### src/tpig_pkg.sv
// Shared constants, tables and types of the terrain patch index generator.
package tpig_pkg;

  localparam int PATCH_GRIDS = 16;
  localparam int STRIDE_W    = 5;
  localparam int STRIDE_NUM  = 1 << STRIDE_W;
  localparam int IDX_W       = 24;
  localparam int TOTAL_W     = 11;
  localparam int SEC_W       = 2;
  localparam int LEN_W       = $clog2(PATCH_GRIDS + 1);
  localparam int MV_W        = $clog2(PATCH_GRIDS * PATCH_GRIDS + 1);
  // local triangle index within a section
  localparam int TRI_W       = MV_W;

  localparam logic [SEC_W-1:0] SEC_MAIN  = 2'd0;
  localparam logic [SEC_W-1:0] SEC_NORTH = 2'd1;
  localparam logic [SEC_W-1:0] SEC_EAST  = 2'd2;

  typedef enum logic [3:0] {
    PH_IDLE  = 4'b0001,
    PH_MAIN  = 4'b0010,
    PH_NORTH = 4'b0100,
    PH_EAST  = 4'b1000
  } phase_e;

  typedef enum logic [1:0] {
    SEAM_EQUAL  = 2'd0,
    SEAM_COARSE = 2'd1,
    SEAM_FINE   = 2'd2
  } seam_mode_e;

  typedef struct packed {
    seam_mode_e       mode;
    logic [LEN_W-1:0] len;
    logic             live;
  } seam_t;

  typedef struct packed {
    logic [LEN_W-1:0]   len_main;
    logic               main_live;
    seam_t              north;
    seam_t              east;
    logic [TOTAL_W-1:0] total;
    logic [IDX_W-1:0]   base_off;
    logic [IDX_W-1:0]   north_off;
    logic [IDX_W-1:0]   east_off;
  } patch_t;

  typedef struct packed {
    logic stay_col;     // another triangle remains in this column
    logic next_col_ok;  // next column exists and holds a triangle
  } seam_adv_t;

  typedef logic [STRIDE_NUM-1:0][LEN_W-1:0] len_table_t;
  typedef logic [STRIDE_NUM-1:0][MV_W-1:0]  mv_table_t;

  // Grid length for a stride, counted at elaboration; a zero stride counts as one.
  function automatic int len_calc(int s);
    int n;
    n = 0;
    for (int k = 1; k <= PATCH_GRIDS; k++) begin
      if (k * s <= PATCH_GRIDS) n++;
    end
    return n;
  endfunction

  function automatic len_table_t build_len_table();
    len_table_t tbl;
    for (int s = 0; s < STRIDE_NUM; s++) begin
      tbl[s] = LEN_W'(len_calc((s == 0) ? 1 : s));
    end
    return tbl;
  endfunction

  function automatic mv_table_t build_mv_table();
    mv_table_t tbl;
    int        v;
    for (int s = 0; s < STRIDE_NUM; s++) begin
      v      = len_calc((s == 0) ? 1 : s);
      tbl[s] = (v >= 2) ? MV_W'(v * v) : '0;
    end
    return tbl;
  endfunction

  localparam len_table_t LEN_TABLE = build_len_table();
  localparam mv_table_t  MV_TABLE  = build_mv_table();

endpackage

### src/tpig_setup.sv
// Patch setup: derives lengths, seam modes, offsets and vertex total from a start item.
module tpig_setup (
  input  logic [tpig_pkg::STRIDE_W-1:0] render_stride_i,
  input  logic [tpig_pkg::STRIDE_W-1:0] north_stride_i,
  input  logic [tpig_pkg::STRIDE_W-1:0] east_stride_i,
  input  logic [tpig_pkg::IDX_W-1:0]    base_offset_i,
  output tpig_pkg::patch_t              patch_o
);
  import tpig_pkg::*;

  localparam int SV_W = LEN_W + 2;

  logic [STRIDE_W-1:0] r_eff, n_eff, e_eff;
  logic [MV_W-1:0]     main_verts;
  seam_t               north, east;
  logic [SV_W-1:0]     north_verts, east_verts;

  function automatic logic [STRIDE_W-1:0] eff_stride(logic [STRIDE_W-1:0] s);
    return (s == '0) ? STRIDE_W'(1) : s;
  endfunction

  function automatic seam_t seam_of(logic [STRIDE_W-1:0] r, logic [STRIDE_W-1:0] nb,
                                    logic [STRIDE_W-1:0] r_raw,
                                    logic [STRIDE_W-1:0] nb_raw);
    seam_t s;
    if (nb == r) begin
      s.mode = SEAM_EQUAL;
      s.len  = LEN_TABLE[r_raw];
    end else if (nb > r) begin
      s.mode = SEAM_COARSE;
      s.len  = LEN_TABLE[r_raw];
    end else begin
      s.mode = SEAM_FINE;
      s.len  = LEN_TABLE[nb_raw];
    end
    s.live = (s.len != '0);
    return s;
  endfunction

  function automatic logic [SV_W-1:0] seam_verts(seam_t s);
    logic [SV_W-1:0] l;
    l = SV_W'(s.len);
    return (s.mode == SEAM_EQUAL) ? (l + l + SV_W'(1)) : (l + (l >> 1) + SV_W'(1));
  endfunction

  always_comb begin
    r_eff       = eff_stride(render_stride_i);
    n_eff       = eff_stride(north_stride_i);
    e_eff       = eff_stride(east_stride_i);
    main_verts  = MV_TABLE[render_stride_i];
    north       = seam_of(r_eff, n_eff, render_stride_i, north_stride_i);
    east        = seam_of(r_eff, e_eff, render_stride_i, east_stride_i);
    north_verts = seam_verts(north);
    east_verts  = seam_verts(east);

    patch_o.len_main  = LEN_TABLE[render_stride_i];
    patch_o.main_live = (LEN_TABLE[render_stride_i] >= LEN_W'(2));
    patch_o.north     = north;
    patch_o.east      = east;
    patch_o.total     = TOTAL_W'(IDX_W'(main_verts) + IDX_W'(north_verts)
                                 + IDX_W'(east_verts));
    patch_o.base_off  = base_offset_i;
    patch_o.north_off = base_offset_i + IDX_W'(main_verts);
    patch_o.east_off  = base_offset_i + IDX_W'(IDX_W'(main_verts) + IDX_W'(north_verts));
  end

endmodule

### src/tpig_seam_tri.sv
// Seam triangle: vertex indices and walk advance for one seam position.
module tpig_seam_tri (
  input  tpig_pkg::seam_t                seam_i,
  input  logic [tpig_pkg::LEN_W-1:0]     col_i,
  input  logic                           half_i,
  input  logic                           east_i,
  output logic [tpig_pkg::TRI_W-1:0]     t0_o,
  output logic [tpig_pkg::TRI_W-1:0]     t1_o,
  output logic [tpig_pkg::TRI_W-1:0]     t2_o,
  output tpig_pkg::seam_adv_t            adv_o
);
  import tpig_pkg::*;

  logic [TRI_W-1:0] i, l, h, ih, a1, a2;
  logic             odd;
  logic [1:0]       count;

  always_comb begin
    i   = TRI_W'(col_i);
    l   = TRI_W'(seam_i.len);
    h   = l >> 1;
    ih  = i >> 1;
    odd = col_i[0];
    t0_o  = i;
    a1    = i;
    a2    = i;
    count = 2'd1;
    case (seam_i.mode)
      SEAM_EQUAL: begin
        t0_o  = i;
        count = (i + TRI_W'(1) != l) ? 2'd2 : 2'd1;
        if (!half_i) begin
          a1 = l + i + TRI_W'(1);
          a2 = l + i;
        end else begin
          a1 = i + TRI_W'(1);
          a2 = l + i + TRI_W'(1);
        end
      end
      SEAM_COARSE: begin
        count = !odd ? 2'd2 : ((i + TRI_W'(1) < l) ? 2'd1 : 2'd0);
        if (odd) begin
          t0_o = i;
          a1   = i + TRI_W'(1);
          a2   = l + ih + TRI_W'(1);
        end else if (!half_i) begin
          t0_o = i;
          a1   = i + TRI_W'(1);
          a2   = l + ih;
        end else begin
          t0_o = i + TRI_W'(1);
          a1   = l + ih + TRI_W'(1);
          a2   = l + ih;
        end
      end
      default: begin
        t0_o  = h + i;
        count = !odd ? 2'd1 : ((i + TRI_W'(2) < l) ? 2'd2 : 2'd1);
        if (odd && (i + TRI_W'(2) < l)) begin
          if (!half_i) begin
            a1 = ih;
            a2 = ih + TRI_W'(1);
          end else begin
            a1 = ih + TRI_W'(1);
            a2 = h + i + TRI_W'(1);
          end
        end else begin
          a1 = ih;
          a2 = h + i + TRI_W'(1);
        end
      end
    endcase
    // east seam winds the other way
    t1_o = east_i ? a2 : a1;
    t2_o = east_i ? a1 : a2;

    adv_o.stay_col    = ({1'b0, half_i} + 2'd1) < count;
    // a coarse seam of even length drops its last column
    adv_o.next_col_ok = (i + TRI_W'(1) < l) &&
                        !((seam_i.mode == SEAM_COARSE) && !odd && (i + TRI_W'(2) >= l));
  end

endmodule

### src/terrain_patch_index_generator.sv
// Top level: triangle index walk over the main grid and both seams of a terrain patch.
//
// Input channel (in_valid_i / in_ready_o): op_i = 0 starts a patch and latches
// the three strides and base_offset_i; it produces no result. op_i = 1 steps
// the walk and produces one triangle, or nothing when no patch is active.
// Output channel (out_valid_o / out_ready_i): three vertex indices, the
// section, a last-triangle flag and the vertex total of the patch.
// out_valid_o rises in the cycle after acceptance; one item is taken per
// cycle unless the receiver stalls. The single result register behind the
// combinational index logic and the walk counters sets the rate.
// Input is taken while the result register is empty or drained in the same
// cycle; a stalled receiver holds the result and backs up the input.
// After reset the walk is idle and no result is pending; steps produce
// nothing until a start arrives. A start during a walk abandons it.
module terrain_patch_index_generator (
  input  logic                           clk_i,
  input  logic                           rst_ni,
  input  logic                           in_valid_i,
  output logic                           in_ready_o,
  input  logic                           op_i,
  input  logic [tpig_pkg::STRIDE_W-1:0]  render_stride_i,
  input  logic [tpig_pkg::STRIDE_W-1:0]  north_stride_i,
  input  logic [tpig_pkg::STRIDE_W-1:0]  east_stride_i,
  input  logic [tpig_pkg::IDX_W-1:0]     base_offset_i,
  output logic                           out_valid_o,
  input  logic                           out_ready_i,
  output logic [tpig_pkg::IDX_W-1:0]     first_index_o,
  output logic [tpig_pkg::IDX_W-1:0]     second_index_o,
  output logic [tpig_pkg::IDX_W-1:0]     third_index_o,
  output logic [tpig_pkg::SEC_W-1:0]     section_o,
  output logic                           last_triangle_o,
  output logic [tpig_pkg::TOTAL_W-1:0]   total_vertices_o
);
  import tpig_pkg::*;

  phase_e           phase_q, phase_d;
  logic [LEN_W-1:0] row_q, row_d, col_q, col_d;
  logic             half_q, half_d;
  logic [TRI_W-1:0] cell_q, cell_d;
  patch_t           patch_q, patch_d, patch_new;
  logic             out_valid_q, out_valid_d;

  logic [IDX_W-1:0]   first_q, first_d, second_q, second_d, third_q, third_d;
  logic [SEC_W-1:0]   section_q, section_d;
  logic               last_q, last_d;
  logic [TOTAL_W-1:0] total_q, total_d;

  logic             accept, emit;
  seam_t            seam_cur;
  logic [TRI_W-1:0] s_t0, s_t1, s_t2;
  seam_adv_t        s_adv;
  logic [TRI_W-1:0] t0, t1, t2, v_t, cell_b;
  logic [IDX_W-1:0] offset;
  logic             last_col, last_row;
  phase_e           after_main, after_north;

  tpig_setup u_setup (
    .render_stride_i (render_stride_i),
    .north_stride_i  (north_stride_i),
    .east_stride_i   (east_stride_i),
    .base_offset_i   (base_offset_i),
    .patch_o         (patch_new)
  );

  assign seam_cur = (phase_q == PH_EAST) ? patch_q.east : patch_q.north;

  tpig_seam_tri u_seam_tri (
    .seam_i (seam_cur),
    .col_i  (col_q),
    .half_i (half_q),
    .east_i (phase_q == PH_EAST),
    .t0_o   (s_t0),
    .t1_o   (s_t1),
    .t2_o   (s_t2),
    .adv_o  (s_adv)
  );

  assign in_ready_o = !out_valid_q || out_ready_i;
  assign accept     = in_valid_i && in_ready_o;
  assign emit       = accept && op_i && (phase_q != PH_IDLE);

  always_comb begin
    // cell_q is the top-left vertex of the current cell
    v_t      = TRI_W'(patch_q.len_main);
    cell_b   = cell_q + v_t;
    last_col = ((LEN_W + 1)'(col_q) + (LEN_W + 1)'(2)) == (LEN_W + 1)'(patch_q.len_main);
    last_row = ((LEN_W + 1)'(row_q) + (LEN_W + 1)'(2)) == (LEN_W + 1)'(patch_q.len_main);
    after_north = patch_q.east.live ? PH_EAST : PH_IDLE;
    after_main  = patch_q.north.live ? PH_NORTH : after_north;

    if (phase_q == PH_MAIN) begin
      t0 = cell_q;
      t1 = half_q ? (cell_q + TRI_W'(1)) : (cell_b + TRI_W'(1));
      t2 = half_q ? (cell_b + TRI_W'(1)) : cell_b;
    end else begin
      t0 = s_t0;
      t1 = s_t1;
      t2 = s_t2;
    end

    case (phase_q)
      PH_MAIN:  offset = patch_q.base_off;
      PH_NORTH: offset = patch_q.north_off;
      PH_EAST:  offset = patch_q.east_off;
      default:  offset = patch_q.base_off;
    endcase

    phase_d = phase_q;
    row_d   = row_q;
    col_d   = col_q;
    half_d  = half_q;
    cell_d  = cell_q;
    patch_d = patch_q;

    if (accept && !op_i) begin
      patch_d = patch_new;
      row_d   = '0;
      col_d   = '0;
      half_d  = 1'b0;
      cell_d  = '0;
      if (patch_new.main_live)       phase_d = PH_MAIN;
      else if (patch_new.north.live) phase_d = PH_NORTH;
      else if (patch_new.east.live)  phase_d = PH_EAST;
      else                           phase_d = PH_IDLE;
    end else if (emit) begin
      if (phase_q == PH_MAIN) begin
        if (!half_q) begin
          half_d = 1'b1;
        end else begin
          half_d = 1'b0;
          if (!last_col) begin
            col_d  = col_q + LEN_W'(1);
            cell_d = row_q[0] ? (cell_q - TRI_W'(1)) : (cell_q + TRI_W'(1));
          end else if (!last_row) begin
            col_d  = '0;
            row_d  = row_q + LEN_W'(1);
            cell_d = cell_b;
          end else begin
            col_d   = '0;
            row_d   = '0;
            phase_d = after_main;
          end
        end
      end else begin
        if (s_adv.stay_col) begin
          half_d = 1'b1;
        end else if (s_adv.next_col_ok) begin
          half_d = 1'b0;
          col_d  = col_q + LEN_W'(1);
        end else begin
          half_d  = 1'b0;
          col_d   = '0;
          phase_d = (phase_q == PH_NORTH) ? after_north : PH_IDLE;
        end
      end
    end

    // hold the result until the receiver takes it
    out_valid_d = out_valid_q && !out_ready_i;
    first_d     = first_q;
    second_d    = second_q;
    third_d     = third_q;
    section_d   = section_q;
    last_d      = last_q;
    total_d     = total_q;
    if (emit) begin
      out_valid_d = 1'b1;
      first_d     = offset + IDX_W'(t0);
      second_d    = offset + IDX_W'(t1);
      third_d     = offset + IDX_W'(t2);
      case (phase_q)
        PH_NORTH: section_d = SEC_NORTH;
        PH_EAST:  section_d = SEC_EAST;
        default:  section_d = SEC_MAIN;
      endcase
      last_d  = (phase_d == PH_IDLE);
      total_d = patch_q.total;
    end
  end

  always_ff @(posedge clk_i or negedge rst_ni) begin
    if (!rst_ni) begin
      phase_q     <= PH_IDLE;
      row_q       <= '0;
      col_q       <= '0;
      half_q      <= 1'b0;
      cell_q      <= '0;
      out_valid_q <= 1'b0;
    end else begin
      phase_q     <= phase_d;
      row_q       <= row_d;
      col_q       <= col_d;
      half_q      <= half_d;
      cell_q      <= cell_d;
      out_valid_q <= out_valid_d;
    end
  end

  always_ff @(posedge clk_i) begin
    patch_q   <= patch_d;
    first_q   <= first_d;
    second_q  <= second_d;
    third_q   <= third_d;
    section_q <= section_d;
    last_q    <= last_d;
    total_q   <= total_d;
  end

  assign out_valid_o      = out_valid_q;
  assign first_index_o    = first_q;
  assign second_index_o   = second_q;
  assign third_index_o    = third_q;
  assign section_o        = section_q;
  assign last_triangle_o  = last_q;
  assign total_vertices_o = total_q;

endmodule

### config.mk
export PLATFORM = sky130hd
export DESIGN_NAME = terrain_patch_index_generator
export DESIGN_NICKNAME = d
export VERILOG_FILES = /design/src/tpig_pkg.sv /design/src/tpig_setup.sv /design/src/tpig_seam_tri.sv /design/src/terrain_patch_index_generator.sv
export SDC_FILE = /design/constraint.sdc
export NUM_CORES = 1
export LEC_CHECK = 0
export BUFFER_PORTS_ARGS = -buffer_cell sky130_fd_sc_hd__buf_2
export CAP_MARGIN = 0
export CORE_MARGIN = 2
export CORE_UTILIZATION = 55
export DETAILED_ROUTE_END_ITERATION = 10
export HOLD_SLACK_MARGIN = 0.12
export PLACE_DENSITY_LB_ADDON = 0.05
export SETUP_SLACK_MARGIN = 0.5
export SKIP_CTS_REPAIR_TIMING = 1
export SLEW_MARGIN = 15
export SYNTH_ARGS = -nofsm -noshare
export SYNTH_HDL_FRONTEND = slang
export SYNTH_SLANG_ARGS = --single-unit
### constraint.sdc
create_clock -name clk_i -period 8.4 [get_ports clk_i]
set_clock_uncertainty 0.15 [all_clocks]
set_input_delay 1.68 -clock clk_i [delete_from_list [all_inputs] [get_ports clk_i]]
set_output_delay 1.68 -clock clk_i [all_outputs]
set_load 0.02 [all_outputs]
==> results of run 1 <==
==> critical path: stages <==
cell,delay [ns]
sky130_fd_sc_hd__buf_2,0.15
sky130_fd_sc_hd__nor4_2,0.34
sky130_fd_sc_hd__nor2_1,0.08
sky130_fd_sc_hd__ha_1,0.30
sky130_fd_sc_hd__nand2b_1,0.14
sky130_fd_sc_hd__a21oi_1,0.16
sky130_fd_sc_hd__o21ai_1,0.10
sky130_fd_sc_hd__or4_1,0.48
sky130_fd_sc_hd__o21ai_0,0.17
sky130_fd_sc_hd__o21a_1,0.19
sky130_fd_sc_hd__ha_1,0.23
sky130_fd_sc_hd__a21o_1,0.16
sky130_fd_sc_hd__a21o_1,0.20
sky130_fd_sc_hd__xor2_1,0.29
sky130_fd_sc_hd__nand3_1,0.18
sky130_fd_sc_hd__xor2_1,0.18
sky130_fd_sc_hd__xnor2_1,0.19
sky130_fd_sc_hd__ha_1,0.30
sky130_fd_sc_hd__a21oi_1,0.22
sky130_fd_sc_hd__nor2b_1,0.09
sky130_fd_sc_hd__a21oi_1,0.32
sky130_fd_sc_hd__inv_1,0.08
sky130_fd_sc_hd__ha_1,0.35
sky130_fd_sc_hd__a31o_2,0.17
sky130_fd_sc_hd__a21oi_1,0.06
sky130_fd_sc_hd__buf_4,0.18
sky130_fd_sc_hd__nor4b_1,0.37
sky130_fd_sc_hd__xor2_1,0.13
==> worst max-delay path by stage <==
| stage | start | endpoint | slack, ns | depth (start not counted) |
|---|---|---|---|---|
| after floorplan | render_stride_i[1] | patch_q[19] | 0.58 | 26 |
| after global placement | north_stride_i[1] | patch_q[19] | 0.69 | 28 |
| after detailed placement | north_stride_i[1] | patch_q[19] | 0.47 | 28 |
| after CTS | north_stride_i[1] | patch_q[19] | 0.99 | 28 |
| after global routing | phase_q[1] | second_index_o[22] | 0.57 | 24 |
| final | north_stride_i[1] | patch_q[19] | 0.98 | 28 |
==> state kept, by name (all words and copies together), names as in the netlist <==
name	cells
patch_q	103
first_index_o	24
second_index_o	24
third_index_o	24
total_vertices_o	10
cell_q	9
col_q	5
row_q	5
phase_q	4
section_o	2
half_q	1
last_triangle_o	1
out_valid_o	1
==> power by group through the flow <==
stage	registers (W)	clock network (W)	logic (W)
after floorplan	0.00152	0	0.00119
after global placement	0.00144	0	0.00172
after detailed placement	0.00144	0	0.00174
after CTS	0.00142	0.00104	0.00175
after global routing	0.00144	0.00107	0.00196
final	0.00142	0.00101	0.00176
==> Yosys cell counts (6+ instances only) <==
master,instances,area (sq um)
sky130_fd_sc_hd__nor3b_1,7,52.55
sky130_fd_sc_hd__and2_1,12,75.07
sky130_fd_sc_hd__a31oi_1,21,131.4
sky130_fd_sc_hd__inv_1,82,307.8
sky130_fd_sc_hd__o21ai_1,8,40.04
sky130_fd_sc_hd__a22oi_1,27,202.7
sky130_fd_sc_hd__nand2b_1,17,106.4
sky130_fd_sc_hd__nor2_1,122,457.9
sky130_fd_sc_hd__clkbuf_1,56,210.2
sky130_fd_sc_hd__xnor2_1,109,954.7
sky130_fd_sc_hd__o21bai_1,10,75.07
sky130_fd_sc_hd__nand4_1,9,56.30
sky130_fd_sc_hd__nor4_1,8,50.05
sky130_fd_sc_hd__xor2_1,95,832.1
sky130_fd_sc_hd__o21a_1,8,60.06
sky130_fd_sc_hd__a21o_1,28,210.2
sky130_fd_sc_hd__and3_1,21,131.4
sky130_fd_sc_hd__nor2b_1,19,118.9
sky130_fd_sc_hd__nor3_1,38,190.2
sky130_fd_sc_hd__edfxtp_1,188,5645
sky130_fd_sc_hd__mux2i_1,35,350.3
sky130_fd_sc_hd__dfrtp_1,24,600.6
sky130_fd_sc_hd__fa_1,11,220.2
sky130_fd_sc_hd__o211ai_1,13,97.59
sky130_fd_sc_hd__o21ai_0,81,405.4
sky130_fd_sc_hd__nand2_1,149,559.3
sky130_fd_sc_hd__or3_1,12,75.07
sky130_fd_sc_hd__nand3_1,49,245.2
sky130_fd_sc_hd__a21boi_0,6,45.04
sky130_fd_sc_hd__a211oi_1,14,105.1
sky130_fd_sc_hd__ha_1,114,1426
sky130_fd_sc_hd__a21oi_1,93,465.5
==> cells by family after synthesis <==
family | Yosys count | synth area share (%)
muxes | 43 | 2.937
adders and majority gates | 125 | 10.59
DFF | 213 | 40.34
xor gates and xnor gates | 205 | 11.64
AOI/OAI and AO/OA | 359 | 14.85
other | 1 | 0.02412
buffers and inverters | 152 | 3.790
and+or+nand+nor | 501 | 15.83
==> stage by stage <==
step           hold slack (ns)  std cells  power, W  utilization, %
6_report                0.2706       2101  0.004197           62.32
3_3_place_gp            0.2547       2058  0.003164           59.62
2_1_floorplan           0.2503       1599  0.002712               -
5_1_grt                 0.2867       2101  0.004461           62.32
3_5_place_dp            0.2586       2058  0.003185           59.62
4_1_cts                 0.2741       2101  0.004212           62.30
==> layer usage <==
layer	GRT usage, %	vias up	wire (um)
li1	-	6000	-
met1	37.57	5806	18020
met2	43.72	393	18290
met3	2.884	61	2132
met4	6.942	0	997
met5	0	-	0
==> cells in the final DEF (no fill, tap or decap), types with 80 or more instances in the layout <==
| cell type | count |
|---|---|
| sky130_fd_sc_hd__a21oi_1 | 93 |
| sky130_fd_sc_hd__buf_2 | 130 |
| sky130_fd_sc_hd__edfxtp_1 | 188 |
| sky130_fd_sc_hd__ha_1 | 114 |
| sky130_fd_sc_hd__inv_1 | 80 |
| sky130_fd_sc_hd__nand2_1 | 149 |
| sky130_fd_sc_hd__nor2_1 | 122 |
| sky130_fd_sc_hd__o21ai_0 | 81 |
| sky130_fd_sc_hd__xnor2_1 | 109 |
| sky130_fd_sc_hd__xor2_1 | 95 |
==> final cells by class <==
cell class / instances / area (sq um)
Clock buffer: 32 / 630.6
Clock inverter: 11 / 115.1
Fill cell: 2405 / 10470
Inverter: 84 / 320.3
Multi-Input combinational cell: 1234 / 8710
Sequential cell: 213 / 6272
Tap cell: 378 / 473.0
Timing Repair Buffer: 149 / 793.3
==> results_dict.tcl, run 1 <==
set metrics [dict create \
    dp.final_hpwl_um 29740 \
    placeable_area_sq_um 27780 \
    rr_endpoint "third_index_o[22]" \
    grt.overflow.total 0 \
    floorplan.die_area_sq_um 29630 \
    power_report.internal_total_w 0.002607 \
    rsz0062_at_grt "false" \
    postPlaceCellArea_sq_um 16560 \
    syn_to_final_growth_pct 11.35 \
    synthesis.instances 1599 \
    final_layout_size_suffix_gt1_share_pct 12.65 \
    grt_util_all_layers_pct 26.57 \
    holdCritPathClass "flip-flop to flip-flop" \
    worst-endpoint-arrival_ns 7.52 \
    routed_via_density 5.835 \
    worst-r2r-cell-count 24 \
    reg2reg_from "phase_q[1]" \
    io_buffer_count 130 \
    critPathMaxFanout 9 \
    clkSlewWorstSetupHoldPaths_ns 0.06 \
    clk-insertion-delay-late_ns 0.54 \
    cts_tree "done" \
    time_the_worst_path_needs_with_i_o_delays_and_setup_ns 7.422 \
    timing_hold_violations_final 0 \
    antenna_violations_before_repair 0 \
    timing.final.crit_share_pct 88.35 \
    remaining_drc_errors 0 \
    power.share.combinational_pct 42.0 \
    timing.final.ws_setup_ns 0.9784 \
    drt.antenna.violating_nets 0 \
    power_density_nw_per_um2 242.4 \
    timing_worst_setup_path_type "primary input to flip-flop" \
    initialDrtViolationCount 1075 \
    layout.cell_area.non_filler_sq_um 17310 \
    rrSetupSlack_ns 1.13 \
    mappedNetlistNets 1768 \
    max_capacitance_violation_total 0 \
    timing.final.setup_violations 0 \
    chipWidth_um 172.1 \
    synth-seq-area-share_pct 40.34 \
    buffers_from_clock_root_to_sink_at_most 3 \
    io_pins 132 \
    grt_pass1_vias 11621 \
    min_path_cells 0 \
    tightest_slew_ns 1.079 \
    net-switching-power_w 0.001590 \
    globalplace.congestion 0.9373 \
    worst_ep_required_time_ns 8.50 \
    yosys_warnings 0 \
    synthFlopType "sky130_fd_sc_hd__edfxtp_1" \
    routed_length_per_instance_um 18.77 \
    grt_start_max_net_pins 78 \
    critPathCaptureType "flip-flop" \
    final_max_slew_viol_count 0 \
    fin_setup_tns_ns 0 \
    worst_setup_path_start_kind "primary input" \
    share_seq_of_total_power_pct 33.9 \
    ys_ff_latch 213 \
    diodes 0 \
    power.clock.fraction_pct 24.1 \
    holdCritStartpoint "patch_q[79]" \
    slew-limit-headroom_pct 26.20 \
    synthDistinctLibCells 86 \
    hold_end "total_vertices_o[7]" \
    async_reset_ff_share_pct 11.74 \
    synth_enable_flop_cells 188 \
    layout.nets 1875 \
    syn-cell-area_sq_um 15550 \
    chipHeight_um 172.1 \
    numClockSinks 213 \
    routed_wl_um 39450 \
    switching_share_pct 37.89 \
    detailroute.via_count 12260 \
    static-leakage-power_nw 7.319 \
    number_of_h_tree_branching_levels 1 \
    syn-mean-instance-area_sq_um 9.725 \
    cts_root_buffer "sky130_fd_sc_hd__clkbuf_16" \
    number_of_placement_rows 61 \
    numCtsBuffers 24 \
    status "complete, no violations" \
    drt-pass1-iter-count 8 \
    floorplan.initialDensity_pct 55.97 \
    wire_length_of_the_first_global_routing_pass_um 61740 \
    placement.setup.worst_slack_ns 0.4723 \
    fmax_ghz 0.1347 \
    max-vdd-ir-drop_v 0.0001697 \
]
Note: power is estimated with default switching activity, not from simulation.
==> inputs of run 2 (changes only) <==
--- a/config.mk
+++ b/config.mk
@@ -9,6 +9,7 @@
 export CAP_MARGIN = 0
 export CORE_MARGIN = 2
 export CORE_UTILIZATION = 55
+export CTS_BUF_LIST = sky130_fd_sc_hd__clkbuf_8
 export DETAILED_ROUTE_END_ITERATION = 10
 export HOLD_SLACK_MARGIN = 0.12
 export PLACE_DENSITY_LB_ADDON = 0.05
@@ -17,4 +18,5 @@
 export SLEW_MARGIN = 15
 export SYNTH_ARGS = -nofsm -noshare
 export SYNTH_HDL_FRONTEND = slang
+export SYNTH_HIERARCHICAL = 1
 export SYNTH_SLANG_ARGS = --single-unit
==> results_dict.tcl, run 2 <==
set metrics [dict create \
    status "complete, no violations" \
    wire_length_of_the_first_global_routing_pass_um 66400 \
    holdCritPathClass "flip-flop to flip-flop" \
    yosys_warnings 6 \
    timing.final.crit_share_pct 89.23 \
    tightest_slew_ns 1.073 \
    fin_setup_tns_ns 0 \
    globalplace.congestion 0.9346 \
    final_max_slew_viol_count 0 \
    syn-mean-instance-area_sq_um 9.715 \
    placement.setup.worst_slack_ns 0.4479 \
    grt_start_max_net_pins 76 \
    buffers_from_clock_root_to_sink_at_most 3 \
    routed_wl_um 42160 \
    worst_ep_required_time_ns 8.54 \
    cts_root_buffer "sky130_fd_sc_hd__clkbuf_8" \
    worst_setup_path_start_kind "primary input" \
    max_capacitance_violation_total 0 \
    antenna_violations_before_repair 1 \
    slew-limit-headroom_pct 27.91 \
    rr_endpoint "third_index_o[22]" \
    synthesis.instances 1738 \
    reg2reg_from "phase_q[1]" \
    floorplan.die_area_sq_um 32120 \
    final_layout_size_suffix_gt1_share_pct 15.28 \
    chipWidth_um 179.2 \
    syn-cell-area_sq_um 16880 \
    layout.nets 2009 \
    io_buffer_count 131 \
    drt.antenna.violating_nets 0 \
    routed_length_per_instance_um 18.65 \
    timing.final.setup_violations 0 \
    initialDrtViolationCount 899 \
    io_pins 132 \
    rrSetupSlack_ns 1.60 \
    timing.final.ws_setup_ns 0.9044 \
    grt_util_all_layers_pct 26.43 \
    mostFrequentLayoutCell "sky130_fd_sc_hd__edfxtp_1" \
    max-vdd-ir-drop_v 0.0001585 \
    remaining_drc_errors 0 \
    number_of_h_tree_branching_levels 2 \
    number_of_placement_rows 64 \
    clkSlewWorstSetupHoldPaths_ns 0.06 \
    grt.overflow.total 0 \
    numCtsBuffers 39 \
    time_the_worst_path_needs_with_i_o_delays_and_setup_ns 7.496 \
    cts_tree "done" \
    worst-r2r-cell-count 22 \
    fmax_ghz 0.1334 \
    chipHeight_um 179.2 \
    placeable_area_sq_um 30430 \
    timing_hold_violations_final 0 \
    timing_worst_setup_path_type "primary input to flip-flop" \
    detailroute.via_count 13305 \
    holdCritStartpoint "patch_q[81]" \
    critPathCaptureType "flip-flop" \
    timing.critical_path.to "patch_q[23]" \
    floorplan.initialDensity_pct 55.49 \
    worstSetupStartpoint "render_stride_i[3]" \
    syn_to_final_growth_pct 9.129 \
    power_density_nw_per_um2 261.2 \
    numClockSinks 215 \
    max_flop_register "patch_q" \
    rsz0062_at_grt "false" \
    drt-pass1-iter-count 5 \
    static-leakage-power_nw 7.394 \
    routed_via_density 5.885 \
    layout.cells.most_common_list "sky130_fd_sc_hd__edfxtp_1, sky130_fd_sc_hd__nand2_1, sky130_fd_sc_hd__nor2_1" \
    critPathMaxFanout 10 \
    final.fill_count 2696 \
    largest_reg_flops 104 \
    dp.final_hpwl_um 31230 \
    grt_pass1_vias 12441 \
    clk-insertion-delay-late_ns 0.55 \
    worst-endpoint-arrival_ns 7.63 \
    diodes 0 \
]
run 2: changes by cell type in the layout (fill, tap and decap cells not counted), sizes merged, moves of 11 or more:
cell,change
a21oi,+17
mux2,+11
mux2i,-22
nand2,+11
nand3b,+21
nor2,+20
nor2b,+13
nor4,+12
o21ai,+13
o31ai,+12
xor2,-19
run 2: cell type report:
cell class                      instances  area, sq um  share of cell area (%)
Inverter                               74        281.5                   1.528
Clock buffer                           41        564.3                   3.062
Clock inverter                         30        216.5                   1.175
Timing Repair Buffer                  150        798.3                   4.332
Sequential cell                       215         6332                   34.37
Tap cell                              396        495.5                   2.689
Multi-Input combinational cell       1355         9738                   52.85
run 2: worst min-delay path by stage:
stage | endpoint | slack (ns) | cells past startpoint
after global placement | total_vertices_o[9] | 0.26 | 0
after CTS | total_vertices_o[6] | 0.28 | 0
final | total_vertices_o[9] | 0.28 | 0
after global routing | total_vertices_o[9] | 0.28 | 0
after detailed placement | total_vertices_o[1] | 0.26 | 0
after floorplan | total_vertices_o[0] | 0.25 | 0
run 2: layer usage:
metal | up-vias | track usage (%) | wire length, um
li1 | 6495 | - | -
met1 | 6356 | 38.64 | 19770
met2 | 397 | 41.62 | 19060
met3 | 55 | 3.584 | 2607
met4 | 2 | 6.250 | 721
met5 | - | 0 | 7
run 2: where the power goes:
group / total (W) / leakage, nW / internal [W] / switching [W]
combinational: 0.00233 / 4.86 / 0.000914 / 0.00142
sequential: 0.00148 / 2.11 / 0.00139 / 0.0000839
clock: 0.00101 / 0.430 / 0.000550 / 0.000457
run 2: per-stage QoR:
| stage | util [%] | total power (W) | cell area (sq um) | hold WS (ns) | std cells |
|---|---|---|---|---|---|
| 2_1_floorplan | - | 0.003143 | 16910 | 0.2503 | 1745 |
| 3_3_place_gp | 57.99 | 0.003770 | 17650 | 0.2560 | 2190 |
| 3_5_place_dp | 57.99 | 0.003799 | 17650 | 0.2562 | 2190 |
| 4_1_cts | 60.56 | 0.004826 | 18430 | 0.2802 | 2261 |
| 5_1_grt | 60.56 | 0.005155 | 18430 | 0.2812 | 2261 |
| 6_report | 60.56 | 0.004814 | 18430 | 0.2773 | 2261 |
run 2: critical path: stages:
cell                       delay, ns
sky130_fd_sc_hd__buf_2          0.23
sky130_fd_sc_hd__nor4_4         0.08
sky130_fd_sc_hd__or2_2          0.31
sky130_fd_sc_hd__ha_1           0.29
sky130_fd_sc_hd__nand2b_1       0.10
sky130_fd_sc_hd__a21oi_1        0.06
sky130_fd_sc_hd__o21ai_1        0.43
sky130_fd_sc_hd__nor3_1         0.10
sky130_fd_sc_hd__a21o_1         0.23
sky130_fd_sc_hd__inv_1          0.09
sky130_fd_sc_hd__ha_1           0.16
sky130_fd_sc_hd__inv_1          0.05
sky130_fd_sc_hd__fa_1           0.40
sky130_fd_sc_hd__xnor2_1        0.17
sky130_fd_sc_hd__o21ai_0        0.09
sky130_fd_sc_hd__ha_1           0.38
sky130_fd_sc_hd__a211oi_1       0.30
sky130_fd_sc_hd__nor2_1         0.14
sky130_fd_sc_hd__a21oi_1        0.20
sky130_fd_sc_hd__nor2_2         0.08
sky130_fd_sc_hd__xnor2_1        0.30
sky130_fd_sc_hd__ha_1           0.31
sky130_fd_sc_hd__or2_1          0.24
sky130_fd_sc_hd__a21boi_1       0.15
sky130_fd_sc_hd__and3_1         0.22
sky130_fd_sc_hd__a221oi_4       0.51
sky130_fd_sc_hd__nor3_1         0.15
sky130_fd_sc_hd__xor2_1         0.16
==> inputs of run 3 (changes only) <==
--- a/config.mk
+++ b/config.mk
@@ -5,8 +5,10 @@
 export SDC_FILE = /design/constraint.sdc
 export NUM_CORES = 1
 export LEC_CHECK = 0
+export ABC_AREA = 1
 export BUFFER_PORTS_ARGS = -buffer_cell sky130_fd_sc_hd__buf_2
 export CAP_MARGIN = 0
+export CORE_ASPECT_RATIO = 1.5
 export CORE_MARGIN = 2
 export CORE_UTILIZATION = 55
 export CTS_BUF_LIST = sky130_fd_sc_hd__clkbuf_8
==> results_dict.tcl, run 3 <==
set metrics [dict create \
    status "complete, no violations" \
    syn-mean-instance-area_sq_um 7.992 \
    max_capacitance_violation_total 0 \
    worst_ep_required_time_ns 8.56 \
    rsz0062_at_grt "false" \
    slowest_delay_ns 0.71 \
    chipWidth_um 147.5 \
    slew-limit-headroom_pct 33.71 \
    timing.critical_path.to "second_index_o[16]" \
    largest_reg_flops 104 \
    io_buffer_count 131 \
    grt_start_max_net_pins 80 \
    floorplan.die_area_sq_um 32360 \
    numCtsBuffers 35 \
    routed_length_per_instance_um 17.42 \
    final_max_slew_viol_count 0 \
    placeable_area_sq_um 30350 \
    number_of_h_tree_branching_levels 2 \
    max-vdd-ir-drop_v 0.0001661 \
    synthesis.instances 2127 \
    final_layout_size_suffix_gt1_share_pct 14.45 \
    holdCritStartpoint "patch_q[74]" \
    yosys_warnings 6 \
    worstSetupStartpoint "phase_q[1]" \
    worst-endpoint-arrival_ns 6.58 \
    detailroute.via_count 14514 \
    grt_util_all_layers_pct 28.55 \
    timing_hold_violations_final 0 \
    layout.nets 2412 \
    drt.antenna.violating_nets 0 \
    antenna_violations_before_repair 0 \
    syn-cell-area_sq_um 17000 \
    layout.cells.most_common_list "sky130_fd_sc_hd__nand2_1, sky130_fd_sc_hd__inv_1, sky130_fd_sc_hd__edfxtp_1" \
    io_pins 132 \
    tightest_slew_ns 0.9944 \
    timing_worst_setup_path_type "flip-flop to flip-flop" \
    fin_setup_tns_ns 0 \
    fmax_ghz 0.1557 \
    wire_length_of_the_first_global_routing_pass_um 72150 \
    critical-path-slowest-cell "sky130_fd_sc_hd__inv_2" \
    numClockSinks 215 \
    crit_top_cell "sky130_fd_sc_hd__nand2_1" \
    final.fill_count 2790 \
    buffers_from_clock_root_to_sink_at_most 3 \
    critPathMaxFanout 46 \
    power_density_nw_per_um2 293.8 \
    grt.overflow.total 0 \
    worst-r2r-cell-count 32 \
    reg2reg_from "phase_q[1]" \
    worst_setup_path_start_kind "flip-flop" \
    routed_wl_um 46410 \
    clkSlewWorstSetupHoldPaths_ns 0.06 \
    placement.setup.worst_slack_ns 1.493 \
    rr_endpoint "second_index_o[16]" \
    time_the_worst_path_needs_with_i_o_delays_and_setup_ns 6.421 \
    cts_tree "done" \
    routed_via_density 5.446 \
    clk-insertion-delay-late_ns 0.57 \
    p_total_w 0.005425 \
    timing.final.ws_setup_ns 1.979 \
    max_flop_register "patch_q" \
    chipHeight_um 219.3 \
    floorplan.initialDensity_pct 56.01 \
    drt-pass1-iter-count 5 \
    rrSetupSlack_ns 1.98 \
    static-leakage-power_nw 8.816 \
    number_of_placement_rows 78 \
    post-route-util_pct 60.85 \
    remaining_drc_errors 0 \
    mostFrequentLayoutCell "sky130_fd_sc_hd__nand2_1" \
    critPathCaptureType "flip-flop" \
    globalplace.congestion 0.9376 \
    cts_root_buffer "sky130_fd_sc_hd__clkbuf_8" \
    grt_pass1_vias 14016 \
    timing.final.crit_share_pct 76.44 \
    initialDrtViolationCount 770 \
    timing.final.setup_violations 0 \
    holdCritPathClass "flip-flop to flip-flop" \
    dp.final_hpwl_um 36800 \
    syn_to_final_growth_pct 8.649 \
]
-- run 3: area by class of cell --
cell class	count	area [sq um]	share of cell area, %
multi-input cells	1565	9188	49.75
flip-flops and latches	215	6332	34.29
inverters	286	1084	5.867
repair buffers	135	685.7	3.712
clock buffers	38	523.0	2.832
well taps	400	500.5	2.710
clock inverters	24	151.4	0.8197
diodes	2	5.005	0.02710
-- run 3: worst max-delay path: cells and delay by family, from the launching register on --
| kind | cells | cell delay (ns) |
|---|---|---|
| and+or+nand+nor | 20 | 2.60 |
| DFF | 1 | 0.39 |
| buffers and inverters | 5 | 1.00 |
| AOI/OAI and AO/OA | 2 | 0.52 |
| xor gates and xnor gates | 1 | 0.12 |
| adders and majority gates | 4 | 1.37 |
-- run 3: how the worst min path moves through the flow --
stage / to / slack [ns] / cells after the start
after floorplan: total_vertices_o[0] / 0.25 / 0
after global placement: total_vertices_o[0] / 0.25 / 0
after detailed placement: total_vertices_o[5] / 0.26 / 0
after CTS: total_vertices_o[5] / 0.27 / 0
after global routing: total_vertices_o[2] / 0.27 / 0
final: total_vertices_o[2] / 0.27 / 0
-- run 3: routing by layer --
metal	vias up	part of all wire (%)	global-route usage (%)
met3	149	4.1	3.389
met5	-	0	0
met1	6710	36	29.24
met4	0	6.1	17.12
li1	7241	-	-
met2	414	54	54.88
-- run 3: through the flow --
step	std cells	hold slack (ns)	cell area (sq um)
after CTS	2663	0.2713	18460
after global routing	2663	0.2747	18460
after detailed placement	2601	0.2565	17790
after global placement	2601	0.2514	17790
final	2665	0.2688	18470
after floorplan	2134	0.2503	17030
-- run 3: where the power goes --
group	internal (W)	total (W)	switching [W]	leakage, nW
combinational	0.000994	0.00294	0.00195	6.34
sequential	0.00147	0.00159	0.000118	2.10
clock	0.000455	0.000892	0.000437	0.378
